<file path="src/hw/rtl/rbsi_pkg.sv">
// shared constants and types for the ray box slab intersect block
package rbsi_pkg;

  localparam int FRAC_BITS = 16;
  localparam int AXES      = 3;

  // zero direction classification, taken at lane entry
  typedef struct packed {
    logic zero;
    logic in_slab;
    logic below;
  } zdir_t;

  // per lane status passed to the merge stage
  typedef struct packed {
    logic miss;
    logic ovf;
  } lane_flags_t;

endpackage

</file>
<file path="src/hw/rtl/rbsi_merge.sv">
// merge of the three lanes: latest entry, earliest exit, hit decision
module rbsi_merge #(
  parameter int COORD_BITS = 32
) (
  input  logic                         clk_i,
  input  logic                         en_i,
  input  logic signed [COORD_BITS-1:0] enter_i [rbsi_pkg::AXES],
  input  logic signed [COORD_BITS-1:0] leave_i [rbsi_pkg::AXES],
  input  rbsi_pkg::lane_flags_t        flags_i [rbsi_pkg::AXES],
  output logic                         hit_o,
  output logic signed [COORD_BITS-1:0] t_near_o,
  output logic signed [COORD_BITS-1:0] t_far_o,
  output logic                         ovf_o
);

  logic signed [COORD_BITS-1:0] tn01, tf01, tn, tf;
  logic signed [COORD_BITS-1:0] tn_q, tf_q;
  logic                         miss_q, ovf_q;

  assign tn01 = (enter_i[1] > enter_i[0]) ? enter_i[1] : enter_i[0];
  assign tn   = (enter_i[2] > tn01) ? enter_i[2] : tn01;
  assign tf01 = (leave_i[1] < leave_i[0]) ? leave_i[1] : leave_i[0];
  assign tf   = (leave_i[2] < tf01) ? leave_i[2] : tf01;

  always_ff @(posedge clk_i) begin
    if (en_i) begin
      tn_q   <= tn;
      tf_q   <= tf;
      miss_q <= flags_i[0].miss | flags_i[1].miss | flags_i[2].miss;
      ovf_q  <= flags_i[0].ovf | flags_i[1].ovf | flags_i[2].ovf;
    end
  end

  always_ff @(posedge clk_i) begin
    if (en_i) begin
      hit_o    <= !miss_q && (tn_q <= tf_q);
      t_near_o <= tn_q;
      t_far_o  <= tf_q;
      ovf_o    <= ovf_q;
    end
  end

endmodule

</file>
<file path="config.mk">
export PLATFORM = sky130hd
export DESIGN_NAME = rbsi_merge
export DESIGN_NICKNAME = d
export VERILOG_FILES = /design/src/hw/rtl/rbsi_pkg.sv /design/src/hw/rtl/rbsi_merge.sv
export SDC_FILE = /design/constraint.sdc
export NUM_CORES = 1
export LEC_CHECK = 0
export BUFFER_PORTS_ARGS = -buffer_cell sky130_fd_sc_hd__buf_2
export CAP_MARGIN = 20
export CELL_PAD_IN_SITES_DETAIL_PLACEMENT = 1
export CELL_PAD_IN_SITES_GLOBAL_PLACEMENT = 2
export CORE_ASPECT_RATIO = 1.1
export CORE_MARGIN = 3
export CORE_UTILIZATION = 30
export DETAILED_ROUTE_END_ITERATION = 8
export PLACE_DENSITY_LB_ADDON = 0.15
export SKIP_LAST_GASP = 1
export SLEW_MARGIN = 5
export SYNTH_ARGS = -nofsm -noshare
export SYNTH_HDL_FRONTEND = slang
export SYNTH_SLANG_ARGS = --single-unit
export TNS_END_PERCENT = 50
</file>
<file path="constraint.sdc">
create_clock -name clk_i -period 4.8 [get_ports clk_i]
set_input_delay 0.24 -clock clk_i [delete_from_list [all_inputs] [get_ports clk_i]]
set_output_delay 0.24 -clock clk_i [all_outputs]
set_load 0.02 [all_outputs]
</file>
==> impl_metrics.csv, run 1 <==
group,metric,value,unit
run_status,run_status,"finished clean",
setup_path,crit_type,"in -> reg",
grt,grt.met1_usage,0.198,
floorplan,dieHeight,193,um
clock_network,postCtsHoldBufs,0,
timing,final.period_utilization,0.994,
routing,drc,0,
timing,max-slew-margin-rel,0.402,
timing,final_max_slew_viol_count,0,
floorplan,coreArea,0.0309,mm^2
synthesis,synth_adder_area_share,0.207,
synthesis,yosysWarningCount,0,
synthesis,syn-cell-area,0.00955,mm^2
timing,timing.fmax,210,MHz
grt,gr-usage-all-layers,0.168,
synthesis,postSynth.asyncResetShare,0,
cells_and_area,layout.nets,1711,
setup_path,cp.arrival,5020,ps
power_and_ir_drop,vdd_drop_max,0.000241,V
synthesis,ys_types,53,
grt,grt_most_used_layer,"met2",
cells_and_area,cell_area_after_layout,0.0141,mm^2
timing,finalHoldViolCount,0,
power_and_ir_drop,power.static_leakage,6.89,nW
routing,via_count,8345,
placement,detailedPlacementHpwl,24300,um
synthesis,syn_avg_cell_area,10.6,um^2
floorplan,fp.dieW,176,um
routing,drt_iter0_drc,315,
clock_network,cts.htree.levels,4,
placement,detailed_place.area,0.0127,mm^2
setup_path,cp-end-kind,"flip-flop",
placement,placement.io_buffers,265,
cells_and_area,drive_above_1_share,0.443,
timing,setup_slack,31.0,ps
synthesis,compound_gate_fraction_of_synth_area,0.137,
synthesis,post_synthesis_instance_total,898,
floorplan,start_util,0.309,
synthesis,synthMuxAreaShare,0.0707,
timing,fin_skew,8.45,ps
power_and_ir_drop,combPwrFrac,0.407,
synthesis,postSynth.topFlopCell,"sky130_fd_sc_hd__edfxtp_1",
synthesis,largest_family_of_logic_cells_by_synthesized_area,"adder cells",
routing,route.detailed.wl_per_inst,17.0,um
cells_and_area,utilization,0.455,
routing,drt_first_pass_iters,5,
cells_and_area,areaGrowthSynthToFinish,47.4,%
clock_network,cts_made_buffers,17,
routing,route.antenna.remaining_nets,0,
power_and_ir_drop,p_int,3.54,mW
placement,preCtsSetupSlack,-688,ps
synthesis,simple_logic_cell_fraction_of_the_synthesized_area,0.103,
floorplan,dieArea,0.0340,mm^2
power_and_ir_drop,power.switching_fraction,0.326,
power_and_ir_drop,clkPwrFrac,0.270,
synthesis,synth_xor_xnor_area_share,0.00170,
placement,routability_congestion_estimate_from_global_placement,0.825,
routing,drt-vias-per-instance,4.68,
floorplan,std_cell_rows,67,
cells_and_area,fill_cells,3528,
clock_network,clk_root_buffer_cell,"sky130_fd_sc_hd__clkbuf_16",
setup_path,critical_path_required,5050,ps
timing,grt_setup_unrepaired,"true",
min_path,min-delay-path-class,"in -> reg",
setup_path,setup.worst_path.start_class,"input port",
timing,final.setup.tns,0,ps
grt,grt_antenna_before_repair,3,
synthesis,yosys_register_bits,132,
power_and_ir_drop,total_power,5.24,mW
job,max_cap_viol_count,0,
synthesis,synthesis.nets,1256,
grt,largest_net_degree_at_the_start_of_global_routing,96,
grt,overflow,0,
synthesis,share_of_synthesized_area_occupied_by_flip_flops_and_latches,0.415,
power_and_ir_drop,power.share.sequential,0.324,
power_and_ir_drop,power_switching,1.71,mW
clock_network,max-clock-path-buffers,2,
timing,finalSetupViolCount,0,
routing,wl,30300,um
setup_path,crit_path_max_fanout,6,
floorplan,ios,266,
grt,grt_pass1_wl,44500,um
clock_network,clk_latency,410,ps
power_and_ir_drop,power-per-cell-area,373,mW/mm^2
clock_network,clk_transition_reported_paths,60,ps
synthesis,synth-edff-count,132,
grt,grtUsageMet2,0.320,
clock_network,clock_sink_count,132,
grt,groute.layer.met3.usage,0.0325,
grt,first_global_vias,8709,
clock_network,tritoncts_clock_tree,"built",
timing,final_period_minus_worst_setup_slack,4770,ps
timing,worst-slew-pin-transition,897,ps
==> worst max-delay path: stages <==
cell and delay [ps]:
sky130_fd_sc_hd__buf_2 110, sky130_fd_sc_hd__ha_1 300, sky130_fd_sc_hd__a21o_1 180, sky130_fd_sc_hd__a21oi_1 130
sky130_fd_sc_hd__o21ai_0 90, sky130_fd_sc_hd__and3_1 200, sky130_fd_sc_hd__a2111oi_0 440, sky130_fd_sc_hd__buf_4 210
sky130_fd_sc_hd__a221oi_4 70, sky130_fd_sc_hd__buf_4 160, sky130_fd_sc_hd__buf_12 140, sky130_fd_sc_hd__mux2i_4 190
sky130_fd_sc_hd__ha_1 310, sky130_fd_sc_hd__nand4_1 170, sky130_fd_sc_hd__or4_4 570, sky130_fd_sc_hd__nor3_4 190
sky130_fd_sc_hd__and2_4 190, sky130_fd_sc_hd__nand2_4 50, sky130_fd_sc_hd__o21ai_4 200, sky130_fd_sc_hd__nor3_4 70
sky130_fd_sc_hd__a211oi_4 210, sky130_fd_sc_hd__buf_6 180, sky130_fd_sc_hd__clkbuf_16 160, sky130_fd_sc_hd__mux2i_1 200
==> cells in the mapped netlist (all sizes together) (6+ instances only) <==
cell | n | area (um^2)
ha | 158 | 1980
edfxtp | 132 | 3960
inv | 131 | 492
a21oi | 111 | 676
nor2 | 82 | 378
mux2i | 64 | 641
nand2 | 32 | 120
a21o | 26 | 195
o21ai | 24 | 120
nand4 | 22 | 144
nor3 | 16 | 85.1
buf | 13 | 105
o21a | 10 | 75.1
nand3 | 9 | 45.0
nor2b | 8 | 50.1
a211oi | 7 | 57.6
clkbuf | 6 | 22.5
==> path summary, 6_finish.rpt <==
check	startpoint	to	slack, ps	depth (start not counted)
max	enter_i[57]	tn_q[24]$_DFFE_PP_	30	24
min	flags_i[0]	ovf_q$_DFFE_PP_	100	2
max reg2reg	tn_q[9]$_DFFE_PP_	hit_o$_DFFE_PP_	2060	11
min reg2reg	ovf_q$_DFFE_PP_	ovf_o$_DFFE_PP_	450	0
==> sequential cells by signal (all words and copies together), names as in the netlist <==
signal    flops
tn_q         32
t_near_o     32
tf_q         32
t_far_o      32
ovf_q         1
ovf_o         1
miss_q        1
hit_o         1
==> power groups by stage <==
stage / combinational [mW] / clock [mW] / sequential (mW)
after floorplan: 1.05 / 0 / 1.78
after global placement: 1.87 / 0 / 1.72
after detailed placement: 1.91 / 0 / 1.73
after CTS: 1.98 / 1.45 / 1.70
after global routing: 2.37 / 1.50 / 1.72
final: 2.13 / 1.41 / 1.70
==> kinds of logic after synthesis <==
group	count (synthesis)
xor+xnor	1
simple gates	192
compound gates	198
mux	67
flops	132
fa+ha+maj	158
buf+inv	150
==> what timing repair did <==
item,CTS,global route
buffers inserted,5,8
gates cloned,3,3
pin swaps,3,27
setup endpoints to repair,32,64
resized for setup,17,74
==> layout make-up <==
type                       instances  area, um^2  area share
clock buffer                      18         429      0.0305
antenna                            2        5.00    0.000356
sequential                       132        3960       0.282
timing repair buffer             455        3030       0.215
tap                              414         518      0.0368
multi-input combinational        616        5420       0.385
inverter                         131         494      0.0351
clock inverter                    14         209      0.0149
==> cells in the final DEF (no fill, tap or decap), types with 30 or more instances in the layout <==
master                     count
sky130_fd_sc_hd__mux2i_1      47
sky130_fd_sc_hd__a21oi_2      37
sky130_fd_sc_hd__nand2_1      30
sky130_fd_sc_hd__inv_1       130
sky130_fd_sc_hd__ha_1        150
sky130_fd_sc_hd__edfxtp_1    132
sky130_fd_sc_hd__buf_2       262
sky130_fd_sc_hd__nor2_1       54
sky130_fd_sc_hd__a21oi_1      72
sky130_fd_sc_hd__buf_4       169
==> through the flow <==
stage | std cells | hold slack (ps)
finish | 1782 | 103
global route | 1782 | 90.8
CTS | 1770 | 86.6
detailed placement | 1730 | 438
global placement | 1730 | 407
floorplan | 898 | 352
==> routing by layer <==
layer / part of all wire / vias up
li1: - / 4197
met1: 0.41 / 3963
met2: 0.53 / 168
met3: 0.047 / 17
met4: 0.0098 / 0
met5: 0 / -
Power figures use the tool's default switching activity.
==> run 2: changes to the inputs <==
--- a/config.mk
+++ b/config.mk
@@ -7,11 +7,9 @@
 export LEC_CHECK = 0
 export BUFFER_PORTS_ARGS = -buffer_cell sky130_fd_sc_hd__buf_2
 export CAP_MARGIN = 20
-export CELL_PAD_IN_SITES_DETAIL_PLACEMENT = 1
-export CELL_PAD_IN_SITES_GLOBAL_PLACEMENT = 2
 export CORE_ASPECT_RATIO = 1.1
 export CORE_MARGIN = 3
-export CORE_UTILIZATION = 30
+export CORE_UTILIZATION = 45
 export DETAILED_ROUTE_END_ITERATION = 8
 export PLACE_DENSITY_LB_ADDON = 0.15
 export SKIP_LAST_GASP = 1
==> impl_metrics.csv, run 2 (synthesis results as in run 1) <==
group,metric,value,unit
placement,routability_congestion_estimate_from_global_placement,0.873,
cells_and_area,layout_commonest_cell,"sky130_fd_sc_hd__buf_2",
routing,wl,24900,um
clock_network,clk_root_buffer_cell,"sky130_fd_sc_hd__clkbuf_16",
setup_path,timing.critical_path.cells,"buf_2 > ha_1 > a21o_1 > a21oi_1 > o21ai_0 > and3_1 > a2111oi_0 > buf_4 > a221oi_4 > buf_12 > buf_6 > mux2i_4 > ha_1 > nand2_1 > or4_4 > nor3_4 > and2_4 > nand2_2 > o21ai_4 > nor3_4 > a211oi_4 > buf_12 > mux2_4",
floorplan,coreArea,0.0207,mm^2
placement,detailedPlacementHpwl,19900,um
cells_and_area,fill_cells,1674,
cells_and_area,insertedDiodeCount,0,
setup_path,critical_path_required,4970,ps
timing,finalSetupViolCount,0,
setup_path,crit_path_max_fanout,8,
placement,placement.io_buffers,265,
routing,drt-vias-per-instance,4.98,
timing,final.setup.tns,0,ps
timing,grt_setup_unrepaired,"false",
setup_path,cp.arrival,4780,ps
grt,grt_antenna_before_repair,0,
timing,finalHoldWorstSlack,98.6,ps
placement,preCtsSetupSlack,-492,ps
routing,wl_met1,10100,um
min_path,min-delay-path-class,"in -> reg",
clock_network,max-clock-path-buffers,2,
placement,detailed_place.area,0.0125,mm^2
timing,finalHoldViolCount,0,
floorplan,std_cell_rows,55,
cells_and_area,most-common-layout-cells,"263 x sky130_fd_sc_hd__buf_2, 169 x sky130_fd_sc_hd__buf_4, 154 x sky130_fd_sc_hd__ha_1, 132 x sky130_fd_sc_hd__edfxtp_1, 130 x sky130_fd_sc_hd__inv_1",
setup_path,setup.worst_path.start_class,"input port",
routing,route.detailed.wl_per_inst,15.1,um
power_and_ir_drop,power-per-cell-area,369,mW/mm^2
timing,setup_slack,183,ps
floorplan,dieHeight,159,um
clock_network,tritoncts_clock_tree,"built",
routing,wl_met3,1170,um
routing,route.antenna.remaining_nets,0,
routing,drt_first_pass_iters,4,
grt,first_global_vias,7983,
timing,max-slew-margin-rel,0.562,
timing,final_max_slew_viol_count,0,
setup_path,slowest_cell_delay_on_critical_path,510,ps
power_and_ir_drop,total_power,5.04,mW
cells_and_area,finalNonFillerCells,1646,
cells_and_area,layout.nets,1706,
timing,fin_skew,14.2,ps
clock_network,clk_transition_reported_paths,60,ps
placement,place.detailed.instances,1602,
timing,final_period_minus_worst_setup_slack,4620,ps
run_status,run_status,"finished clean",
floorplan,start_util,0.461,
grt,gr-usage-all-layers,0.206,
floorplan,dieArea,0.0230,mm^2
routing,via_count,8204,
power_and_ir_drop,vdd_drop_max,0.000308,V
timing,final.period_utilization,0.962,
routing,max_used_layer,"met4",
job,max_cap_viol_count,0,
clock_network,cts_made_buffers,17,
power_and_ir_drop,power.static_leakage,6.80,nW
clock_network,cts.htree.levels,4,
grt,grt_pass1_wl,37500,um
setup_path,cp-end-kind,"flip-flop",
timing,worst-slew-pin-transition,656,ps
routing,drt_iter0_drc,321,
setup_path,crit_type,"in -> reg",
cells_and_area,cell_area_after_layout,0.0137,mm^2
routing,drc,0,
grt,overflow,0,
grt,largest_net_degree_at_the_start_of_global_routing,133,
cells_and_area,areaGrowthSynthToFinish,43.2,%
setup_path,worst-path-buf-inv,5,
floorplan,fp.dieW,145,um
clock_network,clk_latency,410,ps
cells_and_area,utilization,0.660,
setup_path,critical-path-top-delay-family,"compound AO/OA/AOI/OAI gates",
floorplan,ios,266,
routing,detailroute.wirelength.met2,13100,um
clock_network,clock_sink_count,132,
setup_path,cp_slowest_cell,"sky130_fd_sc_hd__or4_4",
cells_and_area,drive_above_1_share,0.437,
timing,timing.fmax,217,MHz
[run 2: cell count changes in the layout (fill, tap and decap cells not counted), sizes merged]
cell    previous run  this run
buf              451       447
bufbuf             1         0
bufinv             5         4
clkinv             7         5
diode              2         0
inv              132       135
[run 2: cell type report]
cell class | count | area, um^2 | area share
clock buffer | 18 | 429 | 0.0314
timing repair buffer | 450 | 2920 | 0.213
tap | 285 | 357 | 0.0261
multi-input combinational | 616 | 5310 | 0.389
inverter | 131 | 492 | 0.0360
sequential | 132 | 3960 | 0.290
clock inverter | 14 | 199 | 0.0146
[run 2: worst paths after layout]
check	cells after the start	startpoint	slack, ps	endpoint
worst max register to register	11	tn_q[9]$_DFFE_PP_	2040	hit_o$_DFFE_PP_
worst min-delay path	2	flags_i[0]	100	ovf_q$_DFFE_PP_
worst min register to register	0	ovf_q$_DFFE_PP_	420	ovf_o$_DFFE_PP_
worst max-delay path	23	enter_i[57]	180	tn_q[0]$_DFFE_PP_
[run 2: what timing repair did]
| action | CTS | global route |
|---|---|---|
| pin swaps | 1 | 19 |
| resized for setup | 0 | 70 |
| setup endpoints to repair | 21 | 64 |
| buffers inserted | 1 | 8 |
| cloned | 0 | 3 |
| hold buffers | 0 | 0 |
[run 2: routing by layer]
layer / up-vias / global-route usage
met3: 33 / 0.0413
met2: 202 / 0.369
met5: - / 0
met1: 3786 / 0.247
li1: 4183 / -
met4: 0 / 0.0534
[run 2: power breakdown]
group	total (mW)	internal (mW)	switching (mW)
clock	1.36	0.876	0.486
sequential	1.69	1.59	0.105
combinational	1.99	0.959	1.03
total	5.04	3.42	1.62
